===== src/rpp_pkg.sv =====
// Shared types and constants for the RAMDAC palette and PLL write port.
package rpp_pkg;

    localparam int REF_W      = 26;
    localparam int CLK_W      = 33;
    localparam int DIVISOR_W  = 8;
    localparam int STEP_W     = 6;
    localparam logic [STEP_W-1:0] DIV_STEPS = 6'd33;

    localparam logic [REF_W-1:0] REF_CLK_RESET = 26'd14318180;

    // Direct register codes
    localparam logic [2:0] ACT_PAL_ADDR  = 3'd0;
    localparam logic [2:0] ACT_PAL_DATA  = 3'd1;
    localparam logic [2:0] ACT_PIX_MASK  = 3'd2;
    localparam logic [2:0] ACT_IDX_LOW   = 3'd3;
    localparam logic [2:0] ACT_IDX_HIGH  = 3'd4;
    localparam logic [2:0] ACT_IDX_DATA  = 3'd5;

    // Indexed register addresses
    localparam logic [7:0] IDX_CLK_CNTL   = 8'h02;
    localparam logic [7:0] IDX_PIX_FORMAT = 8'h0A;
    localparam logic [7:0] IDX_PLL_CTL    = 8'h10;
    localparam logic [7:0] IDX_FREQ_M     = 8'h20;
    localparam logic [7:0] IDX_FREQ_N     = 8'h21;

    localparam logic [1:0] PLL_SRC_OK   = 2'd1;
    localparam logic [7:0] PIX_FMT_8BPP = 8'd3;
    localparam logic [7:0] VCO_OFFSET   = 8'd65;

    typedef enum logic [2:0] {
        ERR_NONE      = 3'd0,
        ERR_UNIMPL    = 3'd1,
        ERR_PLL_SRC   = 3'd2,
        ERR_PIX_FMT   = 3'd3,
        ERR_ZERO_DIV  = 3'd4
    } err_code_t;

    typedef enum logic [1:0] {
        ST_IDLE,
        ST_MUL,
        ST_DIV
    } state_t;

    typedef struct packed {
        logic             palette_write;
        logic [7:0]       palette_index;
        logic [7:0]       palette_red;
        logic [7:0]       palette_green;
        logic [7:0]       palette_blue;
        logic             clock_update;
        logic [CLK_W-1:0] pixel_clock_hz;
        logic             depth_set;
        err_code_t        error_code;
    } result_t;

    typedef struct packed {
        logic                 start;
        logic [CLK_W-1:0]     dividend;
        logic [DIVISOR_W-1:0] divisor;
    } div_req_t;

    typedef struct packed {
        logic             busy;
        logic             done;
        logic [CLK_W-1:0] quotient;
    } div_rsp_t;

endpackage


===== src/rpp_divider.sv =====
// Bit-serial restoring divider: one quotient bit per cycle.
module rpp_divider
    import rpp_pkg::*;
(
    input  logic     aclk,
    input  logic     aresetn,
    input  div_req_t req,
    output div_rsp_t rsp
);

    logic [CLK_W-1:0]     q_reg, q_next;
    logic [DIVISOR_W-1:0] rem_reg, rem_next;
    logic [DIVISOR_W-1:0] dvs_reg, dvs_next;
    logic [STEP_W-1:0]    cnt_reg, cnt_next;
    logic                 busy_reg, busy_next;
    logic                 done_reg, done_next;
    logic [DIVISOR_W:0]   trial;

    assign trial = {rem_reg, q_reg[CLK_W-1]};

    always_comb begin
        q_next    = q_reg;
        rem_next  = rem_reg;
        dvs_next  = dvs_reg;
        cnt_next  = cnt_reg;
        busy_next = busy_reg;
        done_next = 1'b0;
        if (req.start) begin
            q_next    = req.dividend;
            rem_next  = '0;
            dvs_next  = req.divisor;
            cnt_next  = '0;
            busy_next = 1'b1;
        end else if (busy_reg) begin
            if (trial >= {1'b0, dvs_reg}) begin
                rem_next = DIVISOR_W'(trial - {1'b0, dvs_reg});
                q_next   = {q_reg[CLK_W-2:0], 1'b1};
            end else begin
                rem_next = trial[DIVISOR_W-1:0];
                q_next   = {q_reg[CLK_W-2:0], 1'b0};
            end
            cnt_next = cnt_reg + STEP_W'(1);
            if (cnt_reg == DIV_STEPS - STEP_W'(1)) begin
                busy_next = 1'b0;
                done_next = 1'b1;
            end
        end
    end

    always_ff @(posedge aclk) begin
        q_reg   <= q_next;
        rem_reg <= rem_next;
        dvs_reg <= dvs_next;
        if (!aresetn) begin
            cnt_reg  <= '0;
            busy_reg <= 1'b0;
            done_reg <= 1'b0;
        end else begin
            cnt_reg  <= cnt_next;
            busy_reg <= busy_next;
            done_reg <= done_next;
        end
    end

    assign rsp.busy     = busy_reg;
    assign rsp.done     = done_reg;
    assign rsp.quotient = q_reg;

endmodule


===== src/ramdac_palette_and_pll_port_unit.sv =====
// RAMDAC write port: palette loader, indexed registers and dot clock PLL calculator.
//
// Usage: each s_ beat is one host byte write (s_action selects the direct
// register, s_data_byte is the byte). Every beat yields exactly one m_ beat.
// cfg_wr_en/cfg_wr_data load the PLL reference frequency (Hz); write it only
// while no beat is in flight.
// Result path: every write except a clock control write that starts the PLL
// calculation lands its result in the holding register and then in the output
// register, where m_valid rises. A PLL write runs through the multiply state,
// the 33-step serial divider that produces one quotient bit per cycle, the
// divider done flag, the holding register and the output register. The
// block takes no new beat while the divider runs or the holding register is
// full, so it takes no new write until the result of the last one has left
// the holding register.
// A finished result sits in a one-entry holding register ahead of the output
// register, so one more input beat is taken while the receiver stalls; after
// that s_ready drops until m_ready lets the output drain.
// Reset (aresetn low, synchronous) clears the palette pointer, component
// count, held colors, index and PLL registers and empties both result
// registers; the reference frequency returns to 14318180 Hz.
module ramdac_palette_and_pll_port_unit
    import rpp_pkg::*;
(
    input  logic             aclk,
    input  logic             aresetn,
    input  logic             cfg_wr_en,
    input  logic [REF_W-1:0] cfg_wr_data,
    input  logic             s_valid,
    output logic             s_ready,
    input  logic [2:0]       s_action,
    input  logic [7:0]       s_data_byte,
    output logic             m_valid,
    input  logic             m_ready,
    output logic             m_palette_write,
    output logic [7:0]       m_palette_index,
    output logic [7:0]       m_palette_red,
    output logic [7:0]       m_palette_green,
    output logic [7:0]       m_palette_blue,
    output logic             m_clock_update,
    output logic [CLK_W-1:0] m_pixel_clock_hz,
    output logic             m_depth_set,
    output logic [2:0]       m_error_code
);

    state_t state_reg, state_next;

    logic [REF_W-1:0] ref_clk_reg;
    logic [7:0] pal_ptr_reg, pal_ptr_next;
    logic [1:0] comp_cnt_reg, comp_cnt_next;
    logic [7:0] red_reg, red_next;
    logic [7:0] green_reg, green_next;
    logic [7:0] idx_low_reg, idx_low_next;
    logic [7:0] idx_high_reg, idx_high_next;
    logic [7:0] pll_ctl_reg, pll_ctl_next;
    logic [7:0] freq_m_reg, freq_m_next;
    logic [7:0] freq_n_reg, freq_n_next;

    result_t pend_res_reg, pend_res_next;
    logic    pend_vld_reg, pend_vld_next;
    result_t out_res_reg;
    logic    out_vld_reg;

    logic accept;
    logic out_free;

    logic [7:0]           vco;
    logic [DIVISOR_W-1:0] divisor;
    logic [REF_W+7:0]     product;

    div_req_t div_req;
    div_rsp_t div_rsp;

    assign accept   = s_valid && s_ready;
    assign s_ready  = (state_reg == ST_IDLE) && !pend_vld_reg;
    assign out_free = !out_vld_reg || m_ready;

    assign vco     = {2'b00, freq_m_reg[5:0]} + VCO_OFFSET;
    // post divider 8 >> D is 1 << (3 - D)
    assign divisor = DIVISOR_W'({3'b000, freq_n_reg[4:0]} << (2'd3 - freq_m_reg[7:6]));
    assign product = ref_clk_reg * vco;

    assign div_req.start    = (state_reg == ST_MUL);
    assign div_req.dividend = product[CLK_W-1:0];
    assign div_req.divisor  = divisor;

    rpp_divider u_div (
        .aclk    (aclk),
        .aresetn (aresetn),
        .req     (div_req),
        .rsp     (div_rsp)
    );

    always_comb begin
        state_next     = state_reg;
        pal_ptr_next   = pal_ptr_reg;
        comp_cnt_next  = comp_cnt_reg;
        red_next       = red_reg;
        green_next     = green_reg;
        idx_low_next   = idx_low_reg;
        idx_high_next  = idx_high_reg;
        pll_ctl_next   = pll_ctl_reg;
        freq_m_next    = freq_m_reg;
        freq_n_next    = freq_n_reg;
        pend_vld_next  = pend_vld_reg;
        pend_res_next  = pend_res_reg;

        // drain the holding register into the output register
        if (pend_vld_reg && out_free) begin
            pend_vld_next = 1'b0;
        end

        unique case (state_reg)
            ST_IDLE: begin
                if (accept) begin
                    pend_res_next = '0;
                    pend_res_next.error_code = ERR_NONE;
                    pend_vld_next = 1'b1;
                    unique case (s_action)
                        ACT_PAL_ADDR: pal_ptr_next = s_data_byte;
                        ACT_PAL_DATA: begin
                            if (comp_cnt_reg == 2'd0) begin
                                red_next      = s_data_byte;
                                comp_cnt_next = 2'd1;
                            end else if (comp_cnt_reg == 2'd1) begin
                                green_next    = s_data_byte;
                                comp_cnt_next = 2'd2;
                            end else begin
                                pend_res_next.palette_write = 1'b1;
                                pend_res_next.palette_index = pal_ptr_reg;
                                pend_res_next.palette_red   = red_reg;
                                pend_res_next.palette_green = green_reg;
                                pend_res_next.palette_blue  = s_data_byte;
                                pal_ptr_next  = pal_ptr_reg + 8'd1;
                                comp_cnt_next = 2'd0;
                            end
                        end
                        ACT_PIX_MASK: ;
                        ACT_IDX_LOW:  idx_low_next  = s_data_byte;
                        ACT_IDX_HIGH: idx_high_next = s_data_byte;
                        ACT_IDX_DATA: begin
                            unique case (idx_low_reg)
                                IDX_PLL_CTL: pll_ctl_next = s_data_byte;
                                IDX_FREQ_M:  freq_m_next  = s_data_byte;
                                IDX_FREQ_N:  freq_n_next  = s_data_byte;
                                IDX_CLK_CNTL: begin
                                    if (s_data_byte[0]) begin
                                        if (pll_ctl_reg[1:0] != PLL_SRC_OK) begin
                                            pend_res_next.error_code = ERR_PLL_SRC;
                                        end else if (divisor == '0) begin
                                            pend_res_next.error_code = ERR_ZERO_DIV;
                                        end else begin
                                            // hold the result until the divider finishes
                                            pend_vld_next = 1'b0;
                                            state_next    = ST_MUL;
                                        end
                                    end
                                end
                                IDX_PIX_FORMAT: begin
                                    if (s_data_byte == PIX_FMT_8BPP) begin
                                        pend_res_next.depth_set = 1'b1;
                                    end else begin
                                        pend_res_next.error_code = ERR_PIX_FMT;
                                    end
                                end
                                default: ;
                            endcase
                        end
                        default: pend_res_next.error_code = ERR_UNIMPL;
                    endcase
                end
            end
            ST_MUL: state_next = ST_DIV;
            ST_DIV: begin
                if (div_rsp.done) begin
                    pend_res_next                = '0;
                    pend_res_next.error_code     = ERR_NONE;
                    pend_res_next.clock_update   = 1'b1;
                    pend_res_next.pixel_clock_hz = div_rsp.quotient;
                    pend_vld_next                = 1'b1;
                    state_next                   = ST_IDLE;
                end
            end
            default: state_next = ST_IDLE;
        endcase
    end

    always_ff @(posedge aclk) begin
        pend_res_reg <= pend_res_next;
        if (pend_vld_reg && out_free) begin
            out_res_reg <= pend_res_reg;
        end
        if (!aresetn) begin
            state_reg    <= ST_IDLE;
            ref_clk_reg  <= REF_CLK_RESET;
            pal_ptr_reg  <= '0;
            comp_cnt_reg <= '0;
            red_reg      <= '0;
            green_reg    <= '0;
            idx_low_reg  <= '0;
            idx_high_reg <= '0;
            pll_ctl_reg  <= '0;
            freq_m_reg   <= '0;
            freq_n_reg   <= '0;
            pend_vld_reg <= 1'b0;
            out_vld_reg  <= 1'b0;
        end else begin
            state_reg    <= state_next;
            if (cfg_wr_en) begin
                ref_clk_reg <= cfg_wr_data;
            end
            pal_ptr_reg  <= pal_ptr_next;
            comp_cnt_reg <= comp_cnt_next;
            red_reg      <= red_next;
            green_reg    <= green_next;
            idx_low_reg  <= idx_low_next;
            idx_high_reg <= idx_high_next;
            pll_ctl_reg  <= pll_ctl_next;
            freq_m_reg   <= freq_m_next;
            freq_n_reg   <= freq_n_next;
            pend_vld_reg <= pend_vld_next;
            if (pend_vld_reg && out_free) begin
                out_vld_reg <= 1'b1;
            end else if (m_ready) begin
                out_vld_reg <= 1'b0;
            end
        end
    end

    assign m_valid          = out_vld_reg;
    assign m_palette_write  = out_res_reg.palette_write;
    assign m_palette_index  = out_res_reg.palette_index;
    assign m_palette_red    = out_res_reg.palette_red;
    assign m_palette_green  = out_res_reg.palette_green;
    assign m_palette_blue   = out_res_reg.palette_blue;
    assign m_clock_update   = out_res_reg.clock_update;
    assign m_pixel_clock_hz = out_res_reg.pixel_clock_hz;
    assign m_depth_set      = out_res_reg.depth_set;
    assign m_error_code     = out_res_reg.error_code;

    a_no_accept_while_div : assert property (@(posedge aclk) disable iff (!aresetn)
        div_rsp.busy |-> !s_ready)
        else $error("input taken while divider busy");

    a_done_in_div : assert property (@(posedge aclk) disable iff (!aresetn)
        div_rsp.done |-> (state_reg == ST_DIV))
        else $error("divider finished outside divide state");

    a_divisor_nonzero : assert property (@(posedge aclk) disable iff (!aresetn)
        (state_reg == ST_MUL) |-> (divisor != '0))
        else $error("divide started with zero divisor");

    a_pend_only_idle : assert property (@(posedge aclk) disable iff (!aresetn)
        pend_vld_reg |-> (state_reg == ST_IDLE))
        else $error("held result while a calculation runs");

    a_clock_result : assert property (@(posedge aclk) disable iff (!aresetn)
        (state_reg == ST_DIV && div_rsp.done) |=> (pend_vld_reg && pend_res_reg.clock_update))
        else $error("divider result not captured");

endmodule

===== config.mk =====
export PLATFORM = sky130hd
export DESIGN_NAME = ramdac_palette_and_pll_port_unit
export DESIGN_NICKNAME = d
export VERILOG_FILES = /design/src/rpp_pkg.sv /design/src/rpp_divider.sv /design/src/ramdac_palette_and_pll_port_unit.sv
export SDC_FILE = /design/constraint.sdc
export NUM_CORES = 1
export LEC_CHECK = 0
export BUFFER_PORTS_ARGS = -buffer_cell sky130_fd_sc_hd__buf_2
export CORE_MARGIN = 2
export CORE_UTILIZATION = 50
export CTS_BUF_LIST = sky130_fd_sc_hd__clkbuf_2
export CTS_CLUSTER_SIZE = 12
export DETAILED_ROUTE_END_ITERATION = 6
export PLACE_DENSITY = 0.7
export SYNTH_ARGS = -nofsm -noshare
export SYNTH_HDL_FRONTEND = slang
export SYNTH_SLANG_ARGS = --single-unit
export TNS_END_PERCENT = 100

===== constraint.sdc =====
create_clock -name aclk -period 5.35 [get_ports aclk]
set_input_delay 1.3375 -clock aclk [delete_from_list [all_inputs] [get_ports aclk]]
set_output_delay 1.3375 -clock aclk [all_outputs]
set_load 0.02 [all_outputs]

; ---- Yosys cells after proc, flatten, opt, wreduce, memory -nomap -nowiden
; Cells that the tools add are included.
; Widths: inputs -> output; s select.
[word_totals]
word_cells = 146
in_bits = 42
regBits = 278
[classes]
n_mux = 47
n_addsub = 5
order_cmp = 1
n_reduce_logical = 27
shift = 1
bitwise_logic = 3
n_eq_ne = 25
mul = 1
[ops]
columns = operator, count
row1 = $mux 33, 5
row2 = $mux 71, 2
row3 = $pmux 71 s2, 1
row4 = $mul 26x8->33, 1
row5 = $mux 8, 3
row6 = $mux 2, 10
row7 = $mux 1, 18
row8 = $eq 8x2->1 const B, 2
row9 = $eq 8x6->1 const B, 2
row10 = $pmux 8 s2, 1
row11 = $reduce_and 4->1, 4
row12 = $ne 2x2->1 const B, 6
row13 = $pmux 3 s2, 2
row14 = $reduce_and 5->1, 2
row15 = $ge 9x8->1, 1
row16 = $mux 3, 3
row17 = $reduce_and 3->1, 3
row18 = $add 6x7->8 const B, 1
row19 = $add 8x1->8 const B, 1
row20 = $eq 8x4->1 const B, 1
row21 = $eq 8x5->1 const B, 1
row22 = $logic_not 8->1, 1
row23 = $ne 2x1->1 const B, 4
row24 = $reduce_bool 2->1, 4
row25 = 22 further kinds, 31

; ---- Logic depth before layout (Yosys ltp)
[logic_depth]
depth_word = 10
mapped_depth = 22
depth_no_buf = 20

; ---- Cells and area by module
; Synthesis repeated with hierarchy kept, for this count alone.
[unflattened]
hier_cells = 1596
area_unflattened_um2 = 17723.2
[modules_own_cells]
columns = mod, instances, cells_per_inst, area_each_um2
row1 = ramdac_palette_and_pll_port_unit, 1, 1372, 14914.3
row2 = rpp_divider, 1, 224, 2808.9

; ---- Worst setup path before layout
; OpenSTA, ideal clock, no wires.
[synth_timing]
path_type = register to register
from = reg freq_m_reg[0]
to = reg u_div.q_reg[19], data pin
arrival_ns = 5.352
stages_incl_launch_ff = 19
n_path_buf = 2
synth_period_minus_slack_ns = 5.613
setup_slack_ns = -0.263
required_time_ns = 5.089
path_cell_list = dfxtp_1 > clkbuf_1 > nand3_1 > xnor2_1 > clkbuf_1 > and2_1 > fa_1 > fa_1 > fa_1 > inv_1 > fa_1 > inv_1 > ha_1 > a2111oi_4 > a22oi_2 > a211o_4 > a21o_1 > a21o_1 > a221o_1
[synth_between]
elab_chain_cells = 3
[synth_rtl]
columns = item, line
row1 = from (decl), ramdac_palette_and_pll_port_unit.sv:55  ; logic [7:0] freq_m_reg, freq_m_next;
row2 = from (signal assigned), ramdac_palette_and_pll_port_unit.sv:218  ; freq_m_reg <= freq_m_next;
row3 = $add 6x7->8, ramdac_palette_and_pll_port_unit.sv:77  ; assign vco = {2'b00, freq_m_reg[5:0]} + VCO_OFFSET;
row4 = $mul 26x8->33, ramdac_palette_and_pll_port_unit.sv:80  ; assign product = ref_clk_reg * vco;
row5 = $mux 33, rpp_divider.sv:28  ; if (req.start) begin
row6 = via u_div.q_next[19], rpp_divider.sv:11  ; logic [CLK_W-1:0] q_reg, q_next;
row7 = to (signal assigned), rpp_divider.sv:51  ; q_reg <= q_next;
row8 = to (decl), rpp_divider.sv:11
; The timed path passes the listed nets, and every way through them passes these cells.
; A chain may end at the register's enable or synchronous reset.

; ---- Worst setup path after layout
[layout_timing]
from = reg freq_m_reg[3]
to = reg u_div.q_reg[28], data pin
; Same word-level chain as after synthesis.

==> results.cfg <==
[route]
dr_wl_met3_um = 1810
firstDrtPassIters = 4
wl_met1_um = 18300
vias = 12100
drt_iter0_markers = 657
route.met2.wl_um = 17200
wl_per_cell_um = 16.1
drcViolationCount = 0
routed.top_layer = met5
routed_via_density = 5.13
wl_um = 38000
ant_nets = 0

[setup_path]
cp.arrival_ns = 6.20
cp-start-kind = flop
critPathCaptureType = flop
cp_common_cell = fa_1
required_ns = 6.16
cp_max_fo = 4
path_class = flop to flop
slowest_delay_ns = 0.55
critPathSlowestCell = fa_1
reg2reg_depth = 20
path_cells = and3_4 -> and3_4 -> xor2_4 -> buf_6 -> and2_1 -> fa_1 -> fa_1 -> fa_1 -> inv_1 -> fa_1 -> inv_1 -> ha_2 -> buf_4 -> o21a_1 -> o31ai_4 -> buf_4 -> o21ai_2 -> a41oi_2 -> or4_1 -> nand3_1

[final_layout]
multi_input_area_um2 = 9870
nNetsFinal = 2092
seqCellArea_um2 = 7410
stdcell_area_um2 = 20800
largest_register_ffs = 71
layout-drive-gt1-share_pct = 24.6
final_cells = 2356
fill_cells = 2914
area_delta_synth_final_pct = 18.8

[clock_tree]
cts_sinks = 278
cts_buffer_depth = 3
cts-htree-levels = 3
cts_root_buf = clkbuf_2
cts_buffers = 74
cts_tree = yes
clk_pin_slew_ns = 0.10
clkLatencyLatePin_ns = 0.99

[sta]
relSlewSlack_pct = 23.7
rsz0062_at_grt = true
max_freq_mhz = 186
hold_viol = 0
min_period_over_period_pct = 101
worstMarginPinSlew_ns = 1.13
post-route-min-period_ns = 5.38
fin_skew_ns = 0.121
setup_violations = 2
slew_viol_final = 0
fin_ws_ns = -0.0313

[power_and_ir_drop]
vdd_drop_max_mv = 0.136
p_leak_nw = 9.18
p_per_area_nw_per_um2 = 229

[global_routing]
grt_pass1_wl_um = 62200
antenna_found_initial = 3
grt-ovfl-total = 0
grt.total_usage_pct = 21.4
grt_max_degree = 74
grt_pass1_vias = 12400

[yosys]
syn-cell-area_um2 = 17500
syn_nets = 1847
avgSynthCellArea_um2 = 11.0
synth_cell_type_count = 72
yosys_register_bits = 278
yosysWarnings = 0
ys_seq_area_share_pct = 42.2
syn_inst = 1597
synthFlopType = edfxtp_1
synth_enable_flop_cells = 183
synth_async_sr_flop_share_pct = 0

[hold_path]
min_path_cells = 0
hold_path_class = flop to flop

[floorplanning]
chipHeight_um = 191
die-area_um2 = 36500
core.rowCount = 68
core_area_um2 = 34500
fp.dieW_um = 191
io_pins = 115
start_util_pct = 50.7

[job]
drv_cap = 0

[placed_design]
place_inst = 2187
dp_slack_ns = -0.223
io_buffers = 114
place.gp.congestion = 0.906
dpl.hpwl_um = 27100
dpl-instance-area_um2 = 19200

[status]
failed_checks = setup timing
status = finished with violations
-- power breakdown --
| group | total (W) | switching (W) | internal (W) |
|---|---|---|---|
| Combinational | 0.000829 | 0.000452 | 0.000377 |
| Sequential | 0.00241 | 0.0000527 | 0.00236 |
| Clock | 0.00152 | 0.000877 | 0.000640 |
-- timing repair --
action,in CTS,in global routing
gates cloned,1,3
pin swaps,15,76
endpoints found under the setup margin,15,17
buffers inserted,6,24
gates resized for setup,28,94
hold buffers,0,0
endpoints found under the hold margin,0,0
-- synthesized netlist by cell type (all sizes together) (8+ instances only) --
cell / instances / area (um2)
and2: 198 / 1240
nand3: 19 / 100
nor2: 48 / 180
xnor2: 14 / 123
nand2: 127 / 477
edfxtp: 183 / 5500
or3: 8 / 50.1
clkbuf: 67 / 251
dfxtp: 95 / 1900
inv: 155 / 582
o21ai: 68 / 340
nor2b: 79 / 497
xor2: 15 / 131
nor3: 18 / 95.1
a21oi: 39 / 206
and3: 28 / 175
a21o: 20 / 150
o21a: 11 / 83.8
ha: 64 / 801
fa: 144 / 2880
mux2i: 72 / 721
nand2b: 22 / 138
-- worst paths after layout --
check	start	slack (ns)	endpoint
worst max register to register	freq_m_reg[3]	-0.03	u_div.q_reg[28]
worst min-delay path	pend_res_reg[26]	0.42	m_pixel_clock_hz[22]
worst max-delay path	freq_m_reg[3]	-0.03	u_div.q_reg[28]
worst min register to register	pend_res_reg[26]	0.42	m_pixel_clock_hz[22]
-- cells in the final DEF (no fill, tap or decap), types with 12 or more instances in the layout --
cell type	n
nor2b_1	76
buf_6	15
nand2b_1	21
xor2_1	13
ha_1	44
a21o_1	20
nand3_1	13
dfxtp_1	91
and2_1	189
fa_1	140
xnor2_1	12
o21ai_1	20
o21ai_0	42
clkinv_1	13
a21oi_1	31
buf_2	114
nand2_1	124
nor2_1	45
edfxtp_1	183
nor3_1	15
ha_4	17
mux2i_1	72
buf_4	100
inv_1	147
clkbuf_2	108
and3_1	25
-- worst max-delay path: cells and delay by family, from the launching register on --
kind | cells | cell delay, ns
flip-flops | 1 | 0.38
buffers and inverters | 5 | 0.53
adder cells (fa/ha/maj) | 5 | 2.36
XOR/XNOR | 1 | 0.21
AO/OA/AOI/OAI | 4 | 0.61
AND/OR/NAND/NOR | 5 | 1.17
-- stage by stage --
| stage | hold WS [ns] | total power, W | TNS (ns) | util (%) |
|---|---|---|---|---|
| 5_1_grt | 0.418 | 0.00504 | -1.47 | 60.2 |
| 3_3_place_gp | 0.403 | 0.00318 | -0.472 | 55.6 |
| 4_1_cts | 0.409 | 0.00474 | 0 | 58.2 |
| 6_report | 0.415 | 0.00476 | -0.0334 | 60.2 |
| 3_5_place_dp | 0.405 | 0.00319 | -1.79 | 55.6 |
| 2_1_floorplan | 0.400 | 0.00293 | 0 | - |
-- routing by layer --
metal | global-route usage (%) | up-vias
li1 | - | 5891
met1 | 30.3 | 5875
met2 | 33.0 | 259
met3 | 4.72 | 60
met4 | 6.33 | 2
met5 | 0 | -
-- final cells by class --
class,instances,area share [%]
diodes,5,0.0601
clock buffers,108,2.60
clock inverters,22,0.734
inverters,156,2.81
multi-input cells,1094,47.5
flip-flops and latches,278,35.6
well taps,455,2.74
repair buffers,238,7.98
-- cell families (layout without fill, tap and decap cells) --
logic type / Yosys count / count (layout) / share of synthesized area [%]
AOI/OAI and AO/OA: 201 / 201 / 7.84
other: 0 / 5 / 0
muxes: 75 / 75 / 4.31
xor gates and xnor gates: 29 / 30 / 1.45
adders and majority gates: 208 / 208 / 21.0
DFF: 278 / 278 / 42.2
buffers and inverters: 226 / 524 / 4.88
and+or+nand+nor: 580 / 580 / 18.3
Note: power is estimated with default switching activity, not from simulation.
